<file path="src/cat_pkg.sv">
// ----------------------------------------------------------------------------
// cat_pkg
// Shared widths, angle table and pipeline payload type for the CORDIC
// vector-to-angle pipeline.
// ----------------------------------------------------------------------------
`default_nettype none

package cat_pkg;

  // input field width
  localparam int unsigned InW = 14;
  // internal coordinate width, with headroom for CORDIC gain
  localparam int unsigned CoordW = 16;
  // angle accumulator width, full turn is 2^AccW
  localparam int unsigned AccW = 16;
  // output angle width
  localparam int unsigned AngleW = 8;
  // number of table entries
  localparam int unsigned TableSize = 8;
  // half a turn in accumulator units
  localparam logic [AccW-1:0] HalfTurn = 16'h8000;

  // payload carried from stage to stage
  typedef struct packed {
    logic signed [CoordW-1:0] x;
    logic signed [CoordW-1:0] y;
    logic [AccW-1:0]          acc;
  } vec_t;

  // arctan(2^-i) in accumulator units
  function automatic logic [AccW-1:0] atan_step(input logic [2:0] idx);
    logic [AccW-1:0] val;
    unique case (idx)
      3'd0: val = 16'd8192;
      3'd1: val = 16'd4836;
      3'd2: val = 16'd2555;
      3'd3: val = 16'd1297;
      3'd4: val = 16'd651;
      3'd5: val = 16'd325;
      3'd6: val = 16'd162;
      3'd7: val = 16'd81;
      default: val = '0;
    endcase
    return val;
  endfunction

endpackage

`default_nettype wire

</file>
<file path="src/cat_stage.sv">
// ----------------------------------------------------------------------------
// cat_stage
// One registered CORDIC vectoring iteration: shifts both coordinates by the
// iteration index, rotates toward y equal to zero and updates the angle.
// ----------------------------------------------------------------------------
`default_nettype none

module cat_stage
  import cat_pkg::*;
#(
  parameter int unsigned IDX = 0
) (
  input  wire logic clk_i,
  input  wire logic rst_ni,
  input  wire logic in_valid_i,
  output logic      in_stall_o,
  input  wire vec_t in_data_i,
  output logic      out_valid_o,
  input  wire logic out_stall_i,
  output vec_t      out_data_o
);

  localparam logic [2:0] IdxBits = 3'(IDX);

  logic signed [CoordW-1:0] sx, sy;
  logic [AccW-1:0]          step;
  vec_t                     data_d, data_q;
  logic                     valid_q;
  logic                     load;

  // arithmetic shifts and table angle for this iteration
  assign sx   = in_data_i.x >>> IDX;
  assign sy   = in_data_i.y >>> IDX;
  assign step = atan_step(IdxBits);

  // rotate toward the x axis, no change when y is zero
  always_comb begin
    data_d = in_data_i;
    if (in_data_i.y > 0) begin
      data_d.x   = in_data_i.x + sy;
      data_d.y   = in_data_i.y - sx;
      data_d.acc = in_data_i.acc + step;
    end else if (in_data_i.y < 0) begin
      data_d.x   = in_data_i.x - sy;
      data_d.y   = in_data_i.y + sx;
      data_d.acc = in_data_i.acc - step;
    end
  end

  // stage holds only while full and the next stage stalls
  assign in_stall_o = valid_q && out_stall_i;
  assign load       = !in_stall_o;

  // valid bit
  always_ff @(posedge clk_i or negedge rst_ni) begin
    if (!rst_ni) begin
      valid_q <= 1'b0;
    end else if (load) begin
      valid_q <= in_valid_i;
    end
  end

  // payload register
  always_ff @(posedge clk_i) begin
    if (load && in_valid_i) begin
      data_q <= data_d;
    end
  end

  assign out_valid_o = valid_q;
  assign out_data_o  = data_q;

endmodule

`default_nettype wire

</file>
<file path="src/cordic_atan2_byte_angle.sv">
// ----------------------------------------------------------------------------
// cordic_atan2_byte_angle
// Direction of a signed vector as an 8-bit binary angle, computed by a
// fully pipelined CORDIC in vectoring mode.
// ----------------------------------------------------------------------------
// Usage:
//   Input channel: x_in_i / y_in_i with in_valid_i; an item is taken at a
//   clock edge where in_valid_i is high and in_stall_o is low.
//   Output channel: angle_o with out_valid_o; the item is delivered at an
//   edge where out_valid_o is high and out_stall_i is low.
//   angle_o counts 256 units per full turn, zero along positive x.
//   Pipeline: one quadrant-fold register plus one register per iteration,
//   the last being the output register.
//   Throughput: one item per cycle while out_stall_i is low; every stage has its own valid bit.
//   Stall: each stage holds only if it is full and its successor holds, so
//   bubbles are squeezed out and the pipeline keeps accepting items until
//   all stages are full behind a stalled output.
//   Reset: asynchronous, active low; all valid bits clear, the pipeline is
//   empty and ready after reset.
// ----------------------------------------------------------------------------
`default_nettype none

module cordic_atan2_byte_angle
  import cat_pkg::*;
#(
  parameter int unsigned ITERATIONS = 7
) (
  input  wire logic                    clk_i,
  input  wire logic                    rst_ni,
  input  wire logic                    in_valid_i,
  output logic                         in_stall_o,
  input  wire logic signed [InW-1:0]   x_in_i,
  input  wire logic signed [InW-1:0]   y_in_i,
  output logic                         out_valid_o,
  input  wire logic                    out_stall_i,
  output logic             [AngleW-1:0] angle_o
);

  localparam int unsigned NumIter = (ITERATIONS < TableSize) ? ITERATIONS : TableSize;

  logic valid [0:NumIter];
  logic stall [0:NumIter];
  vec_t data  [0:NumIter];

  logic                     s0_valid_q;
  vec_t                     s0_d, s0_q;
  logic signed [CoordW-1:0] x_ext, y_ext;
  logic                     s0_load;

  // fold left half-plane into the right one, start at half a turn
  assign x_ext = CoordW'(x_in_i);
  assign y_ext = CoordW'(y_in_i);

  always_comb begin
    if (x_in_i < 0) begin
      s0_d.x   = -x_ext;
      s0_d.y   = -y_ext;
      s0_d.acc = HalfTurn;
    end else begin
      s0_d.x   = x_ext;
      s0_d.y   = y_ext;
      s0_d.acc = '0;
    end
  end

  assign in_stall_o = s0_valid_q && stall[0];
  assign s0_load    = !in_stall_o;

  // first stage valid bit
  always_ff @(posedge clk_i or negedge rst_ni) begin
    if (!rst_ni) begin
      s0_valid_q <= 1'b0;
    end else if (s0_load) begin
      s0_valid_q <= in_valid_i;
    end
  end

  // first stage payload
  always_ff @(posedge clk_i) begin
    if (s0_load && in_valid_i) begin
      s0_q <= s0_d;
    end
  end

  assign valid[0] = s0_valid_q;
  assign data[0]  = s0_q;

  // one registered stage per iteration
  for (genvar k = 1; k <= NumIter; k++) begin : g_iter
    cat_stage #(
      .IDX(k - 1)
    ) u_stage (
      .clk_i      (clk_i),
      .rst_ni     (rst_ni),
      .in_valid_i (valid[k-1]),
      .in_stall_o (stall[k-1]),
      .in_data_i  (data[k-1]),
      .out_valid_o(valid[k]),
      .out_stall_i(stall[k]),
      .out_data_o (data[k])
    );
  end

  // last stage is the output register
  assign stall[NumIter] = out_stall_i;
  assign out_valid_o    = valid[NumIter];
  assign angle_o        = data[NumIter].acc[AccW-1 -: AngleW];

  // no stage may hold while the output is being drained
  a_no_stall_when_drained: assert property (
    @(posedge clk_i) disable iff (!rst_ni) !out_stall_i |-> !in_stall_o
  ) else $error("input stalled while output is not stalled");

  // right half-plane items start with a zero angle
  a_fold_right: assert property (
    @(posedge clk_i) disable iff (!rst_ni)
    (in_valid_i && !in_stall_o && !x_in_i[InW-1]) |=> (s0_valid_q && s0_q.acc == '0)
  ) else $error("right half-plane item did not start at zero angle");

  // left half-plane items start at half a turn with x made nonnegative
  a_fold_left: assert property (
    @(posedge clk_i) disable iff (!rst_ni)
    (in_valid_i && !in_stall_o && x_in_i[InW-1])
      |=> (s0_valid_q && s0_q.acc == HalfTurn && !s0_q.x[CoordW-1])
  ) else $error("left half-plane item was not folded");

endmodule

`default_nettype wire

</file>
<file path="config.mk">
export PLATFORM = sky130hd
export DESIGN_NAME = cordic_atan2_byte_angle
export DESIGN_NICKNAME = d
export VERILOG_FILES = /design/src/cat_pkg.sv /design/src/cat_stage.sv /design/src/cordic_atan2_byte_angle.sv
export SDC_FILE = /design/constraint.sdc
export NUM_CORES = 1
export LEC_CHECK = 0
export BUFFER_PORTS_ARGS = -buffer_cell sky130_fd_sc_hd__buf_4
export CORE_UTILIZATION = 40
export CTS_BUF_LIST = sky130_fd_sc_hd__clkbuf_16
export DETAILED_ROUTE_END_ITERATION = 12
export GPL_TIMING_DRIVEN = 0
export HOLD_SLACK_MARGIN = 0.06
export PLACE_DENSITY = 0.54
export RECOVER_POWER = 100
export SLEW_MARGIN = 20
export SYNTH_ARGS = -nofsm -noshare
export SYNTH_HDL_FRONTEND = slang
export SYNTH_SLANG_ARGS = --single-unit
</file>
<file path="constraint.sdc">
create_clock -name clk_i -period 4.2 [get_ports clk_i]
set_input_delay 0 -clock clk_i [delete_from_list [all_inputs] [get_ports clk_i]]
set_output_delay 0 -clock clk_i [all_outputs]
set_load 0.01 [all_outputs]
</file>
* Yosys cells after proc, flatten, opt, wreduce, memory -nomap -nowiden
Cells that the tools add are included.
** Operators by class
- Add/sub/neg operators :: 39
- Order comparisons :: 15
- Multiplexer cells :: 15
- Reduce and logical (&&, ||, !) cells :: 24
** Operators with widths (number)
- 2-to-1 mux 48 bit :: 13
- > comparator 16 x 1 -> 1 bit (second input constant) :: 7
- < comparator 16 x 1 -> 1 bit (second input constant) :: 7
- adder 16 x 11 -> 16 bit :: 2
- adder 16 x 12 -> 16 bit :: 2
- adder 16 x 13 -> 16 bit :: 2
- adder 16 x 14 -> 16 bit :: 2
- adder 16 x 15 -> 16 bit :: 2
- 2-to-1 mux 16 bit :: 2
- negator 14 -> 16 bit :: 2
- subtractor 16 x 11 -> 16 bit :: 2
- subtractor 16 x 12 -> 16 bit :: 2
- subtractor 16 x 13 -> 16 bit :: 2
- subtractor 16 x 14 -> 16 bit :: 2
- subtractor 16 x 15 -> 16 bit :: 2
- subtractor 16 bit :: 2
- adder 16 x 10 -> 16 bit (second input constant) :: 1
- adder 16 x 11 -> 16 bit (second input constant) :: 1
- adder 16 x 12 -> 16 bit (second input constant) :: 1
- adder 16 x 13 -> 16 bit (second input constant) :: 1
- adder 16 x 14 -> 16 bit (second input constant) :: 1
- adder 16 bit :: 1
- adder 16 x 8 -> 16 bit (second input constant) :: 1
- adder 16 x 9 -> 16 bit (second input constant) :: 1
- other kinds (10) :: 32
** Word-level totals
- Register bits after elaboration :: 344
- Output and inout bits :: 10
- Word-level logic and storage cells :: 122

* Longest topological paths before layout
Gate-level depths: netlist (run 1).
- Word-level depth :: 10
- Depth in mapped cells :: 15
- Mapped depth without buffers :: 11

* Hierarchy
Synthesis (run 1) repeated with hierarchy kept, for this count alone.
** Second synthesis, totals
- Cell total of the unflattened synthesis :: 4313
- Area, all modules :: 37703.7 µm²
** By module, submodules not included
- cat_stage at g_iter[3].u_stage :: instances 1, cells an instance 631, area an instance 5370.2 µm², sequential area each 1466.4 µm²
- cat_stage at g_iter[6].u_stage :: instances 1, cells an instance 631, area an instance 5345.1 µm², sequential area each 1466.4 µm²
- cat_stage at g_iter[2].u_stage :: instances 1, cells an instance 619, area an instance 5310.1 µm², sequential area each 1466.4 µm²
- cat_stage at g_iter[4].u_stage :: instances 1, cells an instance 621, area an instance 5296.3 µm², sequential area each 1466.4 µm²
- cat_stage at g_iter[5].u_stage :: instances 1, cells an instance 612, area an instance 5192.5 µm², sequential area each 1466.4 µm²
- cat_stage at g_iter[7].u_stage :: instances 1, cells an instance 594, area an instance 5133.7 µm², sequential area each 1466.4 µm²
- cat_stage at g_iter[1].u_stage :: instances 1, cells an instance 485, area an instance 4411.7 µm², sequential area each 1466.4 µm²
- cordic_atan2_byte_angle :: instances 1, cells an instance 120, area an instance 1644.1 µm², sequential area each 1016.0 µm²

* Least setup slack after synthesis (run 1)
Ideal clock, no wire load.
- Path kind :: register -> register
- From :: register g_iter[7].u_stage.valid_q
- To :: register g_iter[4].u_stage.data_q, in the netlist g_iter[4].u_stage.out_data_o[0] (enable)
- Arrival :: 2798 ps
- Data required time :: 3740 ps
- Setup slack :: 942 ps
- Cell stages (with the launch flop) :: 4
- Buffers on the path :: 0
- Period minus slack after synthesis :: 3258 ps
- Cell sequence :: dfrtp_1 nand4_1 nor2_1 nor2b_1
** On the way
- Cells in the longest elaborated chain, start to end :: 6
** Ends and longest elaborated chain
- from (decl) :: line cat_stage.sv:28 : logic valid_q;
- from (signal assigned) :: line cat_stage.sv:59 : valid_q <= in_valid_i;
- logical AND 1 bit (4 in a row) :: line cat_stage.sv:51 : assign in_stall_o = valid_q && out_stall_i;
- zero test 1 bit :: line cat_stage.sv:52 : assign load = !in_stall_o;
- logical AND 1 bit :: line cat_stage.sv:65 : if (load && in_valid_i) begin
- to (signal assigned) :: line cat_stage.sv:66 : data_q <= data_d;
- to (decl) :: line cat_stage.sv:27 : vec_t data_d, data_q;
No other way between the ends.
A chain may end at the register's enable or synchronous reset.

==> results.toml, run 1 <==
[drt]
drc_errors = 0
drt_iter0_markers = 1831
ant_nets = 0
wl_met1_microns = 36600
dr_wl_met2_microns = 38600
num_vias = 24200
wire_per_inst_microns = 19.0
routed_wl_microns = 80900
dr.max_layer_used = "met4"
detail_route.vias_per_cell = 5.68
met3_length_microns = 3670
firstDrtPassIters = 6

[power_and_ir_drop]
leakage_nw = 12.6
p_sw_mw = 13.5
clkPwrFrac_pct = 10.8
peakVddDrop_uv = 377
combPwrFrac_pct = 64.8
power.total_mw = 28.0
switching_share_pct = 48.4
power.density_mw_per_mm2 = 900
p_int_mw = 14.5
p_seq_share_pct = 24.4

[die]
placementRows = 96
coreArea_sq_mm = 0.0689
ios = 42
die_y_microns = 267
die_area_sq_mm = 0.0711
die_w_microns = 267
start_util_pct = 40.7

[grt]
grt-ovfl-total = 0
grt_pass1_vias = 23300
antenna_found_initial = 0
grt_max_degree = 37
grt_pass1_wl_microns = 127000
grt_usage_pct = 22.4

[synthesis]
synth_largest_area_cell = "edfxtp_1"
synth_cell_type_count = 95
synth_edf_count = 284
synth_area_per_cell_sq_um = 8.84
netlist.area_leader.share_pct = 30.4
ys_seq_area_share_pct = 31.1
netlist_instances = 3172
ys_ff_latch = 292
synth_area_sq_mm = 0.0280
synth-main-ff-cell = "edfxtp_1"
synth_area_leaders = "edfxtp_1, ha_1, xnor2_1"
async_flop_share_pct = 2.74
yosysWarnings = 0

[placed_design]
gp_congestion = 0.905
placed_area_sq_mm = 0.0296
dp_hpwl_microns = 63600
pre_cts_ws_ns = -0.531
portBuffers = 41
place_inst = 4150

[setup_path]
worstPathArrival_ns = 4.02
path_cells = "buf_2 -> inv_1 -> clkbuf_2 -> clkbuf_4 -> ha_1 -> clkbuf_1 -> inv_1 -> a21oi_1 -> o21bai_1 -> a21oi_1 -> o31ai_1 -> a21oi_1 -> xnor2_1"
slowest_delay_ns = 0.45
crit_slowest_cell = "edfxtp_1"
r2r_slack_ns = 0.46
cp_top_family = "buffers and inverters"
critPathMaxFanout = 21
crit_required_ns = 4.48
cp.buffers_inverters = 6
endpoint_kind = "flip-flop"
worstSetupStartpointType = "flip-flop"
cpMostUsedCell = "a21oi_1"
worst-setup-path-type = "flip-flop to flip-flop"

[clock_tree]
htreeDepth = 2
post_cts_buffers = 0
cts_sinks = 292
cts_root_buf = "clkbuf_16"
clock_path_buffers = 3
tritoncts = "done"
path_clk_slew_ns = 0.05
clock_latency_ns = 0.55
numCtsBuffers = 35

[sta]
rsz0062_at_grt = "false"
period_minus_slack_ns = 3.74
worst_slew_pin_slew_ns = 2.21
hold_viol = 0
whs_ns = 0.205
setup_ws_ns = 0.460
setup_viol = 0
period_share_pct = 89.0
setup_tns_ns = 0
finalClockSkew_ns = 0.0174
max_clock_freq_mhz = 267
maxSlewViolCount = 261
relSlewSlack_pct = -47.1

[cells_and_area]
diodes = 0
drive_above_1_share_pct = 4.39
areaGrowthSynthToFinish_pct = 11.0
final_util_pct = 45.1
final_cells = 4260
final_nets = 3691
fin_area_sq_mm = 0.0311

[run]
cap_violations = 8

[outcome]
violations = "max-capacitance violations, max-slew violations"
outcome = "complete, but fails checks"

[worst_hold_path]
min_path_type = "input port to flip-flop"
==> state kept, by name (all words and copies together), names as in the netlist <==
name and cells:
data 33, g_iter.u_stage.out_valid_o 7, g_iter.u_stage.out_data_o 251, s0_valid_q 1
==> worst register-to-register path, stage by stage, from the launching register on <==
cell and delay [ns]:
edfxtp_1 0.45, buf_2 0.35, inv_1 0.13, clkbuf_2 0.28
clkbuf_4 0.37, ha_1 0.35, clkbuf_1 0.35, inv_1 0.19
a21oi_1 0.32, o21bai_1 0.11, a21oi_1 0.16, o31ai_1 0.09
a21oi_1 0.24, xnor2_1 0.09
==> synth_stat cells, types with 13 or more instances <==
| cell type | number |
|---|---|
| a221o_1 | 14 |
| nor4_1 | 39 |
| a211oi_1 | 28 |
| nor2_1 | 251 |
| o21ai_1 | 38 |
| xor2_1 | 64 |
| edfxtp_1 | 284 |
| o31a_1 | 14 |
| o21a_1 | 25 |
| a31oi_1 | 30 |
| inv_1 | 275 |
| o221ai_1 | 33 |
| fa_1 | 19 |
| o31ai_1 | 25 |
| and2_1 | 13 |
| xnor2_1 | 197 |
| ha_1 | 336 |
| nand2_1 | 201 |
| a21oi_1 | 241 |
| o211ai_1 | 20 |
| nand3_1 | 44 |
| a21o_1 | 40 |
| nand2b_1 | 69 |
| or3_1 | 28 |
| o21ai_0 | 127 |
| a221oi_1 | 22 |
| nor2b_1 | 52 |
| a22oi_1 | 30 |
| o22ai_1 | 56 |
| o21bai_1 | 43 |
| and3_1 | 18 |
| clkbuf_1 | 114 |
| buf_2 | 23 |
| nor3_1 | 91 |
==> layout by cell type, fill, tap and decap left out, types with 16 or more instances in the layout <==
cell	Yosys	routed
ha_1	336	336
inv_1	275	285
edfxtp_1	284	284
nor2_1	251	251
a21oi_1	241	241
nand2_1	201	201
xnor2_1	197	197
o21ai_0	127	138
clkbuf_1	114	135
nor3_1	91	91
nand2b_1	69	69
xor2_1	64	64
o22ai_1	56	56
nor2b_1	52	52
dlygate4sd3_1	0	49
nand3_1	44	44
o21bai_1	43	43
a21o_1	40	40
nor4_1	39	39
clkbuf_16	0	35
o221ai_1	33	33
buf_4	9	32
a31oi_1	30	30
a22oi_1	30	30
a211oi_1	28	29
or3_1	28	28
o21ai_1	38	27
o21a_1	25	25
o31ai_1	25	25
a221oi_1	22	22
o211ai_1	20	21
fa_1	19	19
and3_1	18	18
buf_2	23	16
==> per-layer routing <==
metal,vias to the layer above,track usage [%]
li1,11800,-
met1,11600,29.8
met2,611,38.2
met3,114,2.47
met4,0,6.55
met5,-,0
==> worst paths after layout <==
path,from,to,depth (start not counted)
worst max-delay path,g_iter[3].u_stage.out_data_o[31]$_DFFE_PP_,g_iter[4].u_stage.out_data_o[47]$_DFFE_PP_,13
worst min-delay path,in_valid_i,s0_valid_q$_DFFE_PN0N_,3
worst max register to register,g_iter[3].u_stage.out_data_o[31]$_DFFE_PP_,g_iter[4].u_stage.out_data_o[47]$_DFFE_PP_,13
worst min register to register,g_iter[4].u_stage.out_valid_o$_DFFE_PN0P_,g_iter[5].u_stage.out_valid_o$_DFFE_PN0P_,2
max in group asynchronous,rst_ni,g_iter[3].u_stage.out_valid_o$_DFFE_PN0P_,3
min in group asynchronous,rst_ni,g_iter[5].u_stage.out_valid_o$_DFFE_PN0P_,3
==> what timing repair did <==
item                                    in CTS  in global routing
hold endpoints to repair                    45                  0
hold buffers                                49                  0
endpoints found under the setup margin       4                  2
gates resized for setup                      1                  4
==> area by class of cell <==
type | count | area [sq um]
Fill cell | 6765 | 37800
Multi-Input combinational cell | 2439 | 17600
Sequential cell | 292 | 8730
Tap cell | 931 | 1160
Inverter | 289 | 1080
Clock buffer | 35 | 876
Timing Repair Buffer | 95 | 791
Buffer | 152 | 629
Clock inverter | 27 | 277
==> power by group through the flow <==
stage                     Clock (mW)  Sequential, mW  Combinational [mW]
after CTS                       3.14            6.83                18.1
after global routing            3.23            7.00                20.1
after detailed placement           0            6.88                18.0
final                           3.04            6.83                18.1
after global placement             0            6.87                17.7
after floorplan                    0            6.16                13.8
==> kinds of logic after synthesis <==
logic type | Yosys count | synth area share, %
compound gates | 936 | 22.6
xor+xnor | 261 | 8.16
flops | 292 | 31.1
fa+ha+maj | 355 | 16.4
simple gates | 876 | 15.2
buf+inv | 442 | 6.14
other cells | 1 | 0.0134
mux | 9 | 0.326
No activity file was read; power rests on OpenSTA's default activity.
==> run 2, diff against run 1 <==
--- a/config.mk
+++ b/config.mk
@@ -6,8 +6,9 @@
 export NUM_CORES = 1
 export LEC_CHECK = 0
 export BUFFER_PORTS_ARGS = -buffer_cell sky130_fd_sc_hd__buf_4
+export CORE_MARGIN = 2
 export CORE_UTILIZATION = 40
-export CTS_BUF_LIST = sky130_fd_sc_hd__clkbuf_16
+export CTS_BUF_LIST = sky130_fd_sc_hd__clkbuf_4 sky130_fd_sc_hd__clkbuf_8 sky130_fd_sc_hd__clkbuf_16
 export DETAILED_ROUTE_END_ITERATION = 12
 export GPL_TIMING_DRIVEN = 0
 export HOLD_SLACK_MARGIN = 0.06
==> results.toml, run 2 (same netlist as run 1, synthesis figures left out) <==
[clock_tree]
cts_sinks = 292
numCtsBuffers = 36
path_clk_slew_ns = 0.06
cts_root_buf = "clkbuf_16"
clock_latency_ns = 0.56
tritoncts = "done"
htreeDepth = 2
clock_path_buffers = 3
post_cts_buffers = 0

[drt]
dr_wl_met2_microns = 39400
dr.max_layer_used = "met4"
detail_route.vias_per_cell = 5.67
ant_nets = 0
routed_wl_microns = 82300
firstDrtPassIters = 6
drt_iter0_markers = 1657
wl_met1_microns = 37500
met3_length_microns = 3410
num_vias = 24200
wire_per_inst_microns = 19.3
drc_errors = 0

[run]
cap_violations = 8

[grt]
antenna_found_initial = 0
grt_pass1_vias = 23300
grt_max_degree = 37
grt_usage_pct = 22.4
grt-ovfl-total = 0
grt_pass1_wl_microns = 128000

[cells_and_area]
final_common_cell = "ha_1"
diodes = 0
areaGrowthSynthToFinish_pct = 11.3
final_cells = 4269
largest_reg_flops = 251
final_nets = 3691
final_util_pct = 44.8
final_cell_mix = "ha_1, edfxtp_1, inv_1"
drive_above_1_share_pct = 4.78

[die]
die_w_microns = 269
coreArea_sq_mm = 0.0697
placementRows = 97
die_area_sq_mm = 0.0722
start_util_pct = 40.2
die_y_microns = 269
ios = 42

[setup_path]
crit_required_ns = 4.47
path_cells = "buf_2 -> inv_1 -> clkbuf_2 -> clkbuf_2 -> clkbuf_2 -> ha_1 -> inv_1 -> a21oi_1 -> o21bai_1 -> a21oi_1 -> o31ai_1 -> a21oi_1 -> xnor2_1"
critPathMaxFanout = 12
worstPathArrival_ns = 4.14
endpoint_kind = "flip-flop"
reg2regPathDepth = 13
slowest_delay_ns = 0.56
rr_startpoint = "g_iter[3].u_stage.out_data_o[31]$_DFFE_PP_"
crit_slowest_cell = "ha_1"
worst-setup-path-type = "flip-flop to flip-flop"
r2r_end = "g_iter[4].u_stage.out_data_o[47]$_DFFE_PP_"
worstSetupStartpointType = "flip-flop"
r2r_slack_ns = 0.34

[sta]
maxSlewViolCount = 261
hold_viol = 0
relSlewSlack_pct = -39.7
setup_ws_ns = 0.336
rsz0062_at_grt = "false"
worst_slew_pin_slew_ns = 2.09
setup_viol = 0
max_clock_freq_mhz = 259
period_share_pct = 92.0
finalClockSkew_ns = 0.0227
period_minus_slack_ns = 3.86

[placed_design]
dp_hpwl_microns = 64300
portBuffers = 41
place_inst = 4159
pre_cts_ws_ns = -0.533
gp_congestion = 0.918

[worst_hold_path]
min_from = "in_valid_i"
min_to = "s0_valid_q$_DFFE_PN0N_"
min_path_type = "input port to flip-flop"
hold_path_depth = 3

[power_and_ir_drop]
leakage_nw = 12.7
combPwrFrac_pct = 64.3
switching_share_pct = 48.2
p_int_mw = 14.7
clkPwrFrac_pct = 11.5
p_sw_mw = 13.7
peakVddDrop_uv = 345
p_seq_share_pct = 24.2
power.density_mw_per_mm2 = 908
power.total_mw = 28.3

[outcome]
outcome = "complete, but fails checks"
violations = "max-capacitance violations, max-slew violations"
run 2: cell count changes in the layout (fill, tap and decap cells not counted), moves of 4 or more:
| cell | change |
|---|---|
| clkbuf_1 | -4 |
| clkbuf_4 | +8 |
| inv_1 | -5 |
| o21ai_0 | +5 |
| o21ai_1 | -5 |
run 2: per-layer routing:
layer	global-route usage (%)	vias to the layer above
li1	-	11800
met1	30.0	11700
met2	38.2	617
met3	2.49	116
met4	6.22	0
met5	0	-
run 2: worst max-delay path: cells and delay by family, from the launching register on:
family | cells | cell delay, ns
buffers and inverters | 6 | 1.62
AOI/OAI and AO/OA | 5 | 0.85
xor gates and xnor gates | 1 | 0.09
DFF | 1 | 0.46
adders and majority gates | 1 | 0.56
run 2: worst max path at each step:
stage	startpoint	endpoint	cells past startpoint	slack [ns]
floorplan	g_iter[7].u_stage.out_valid_o$_DFFE_PN0P_	g_iter[4].u_stage.out_data_o[0]$_DFFE_PP_	3	0.94
global placement	g_iter[3].u_stage.out_data_o[31]$_DFFE_PP_	g_iter[4].u_stage.out_data_o[47]$_DFFE_PP_	14	-0.62
detailed placement	g_iter[3].u_stage.out_data_o[31]$_DFFE_PP_	g_iter[4].u_stage.out_data_o[47]$_DFFE_PP_	14	-0.53
CTS	g_iter[3].u_stage.out_data_o[31]$_DFFE_PP_	g_iter[4].u_stage.out_data_o[47]$_DFFE_PP_	14	0.21
global route	g_iter[3].u_stage.out_data_o[31]$_DFFE_PP_	g_iter[4].u_stage.out_data_o[47]$_DFFE_PP_	13	0.02
finish	g_iter[3].u_stage.out_data_o[31]$_DFFE_PP_	g_iter[4].u_stage.out_data_o[47]$_DFFE_PP_	13	0.34
run 2: power groups by stage:
stage               Combinational, mW  Clock (mW)  Sequential (mW)
floorplan                        13.8           0             6.16
global placement                 17.8           0             6.90
detailed placement               18.0           0             6.90
CTS                              18.2        3.35             6.85
global route                     20.3        3.48             7.04
finish                           18.2        3.26             6.86
run 2: timing repair:
action | CTS | global route
gates resized for setup | 3 | 0
hold buffers | 48 | 0
endpoints found under the setup margin | 4 | 2
gates cloned | 0 | 0
endpoints found under the hold margin | 45 | 0
run 2: layout make-up:
type	count	area [sq um]
multi-input combinational	2439	17600
fill	6796	38500
clock inverter	19	288
buffer	152	631
clock buffer	44	961
sequential	292	8730
tap	940	1180
inverter	289	1080
timing repair buffer	94	785
run 2: stage by stage:
step | setup TNS (ns) | instance area, sq um | hold slack (ns)
2_1_floorplan | 0 | 28000 | -0.296
3_3_place_gp | -1.74 | 29500 | -0.180
3_5_place_dp | -1.46 | 29600 | -0.176
4_1_cts | 0 | 31400 | 0.150
5_1_grt | 0 | 31200 | 0.189
6_report | 0 | 31200 | 0.177
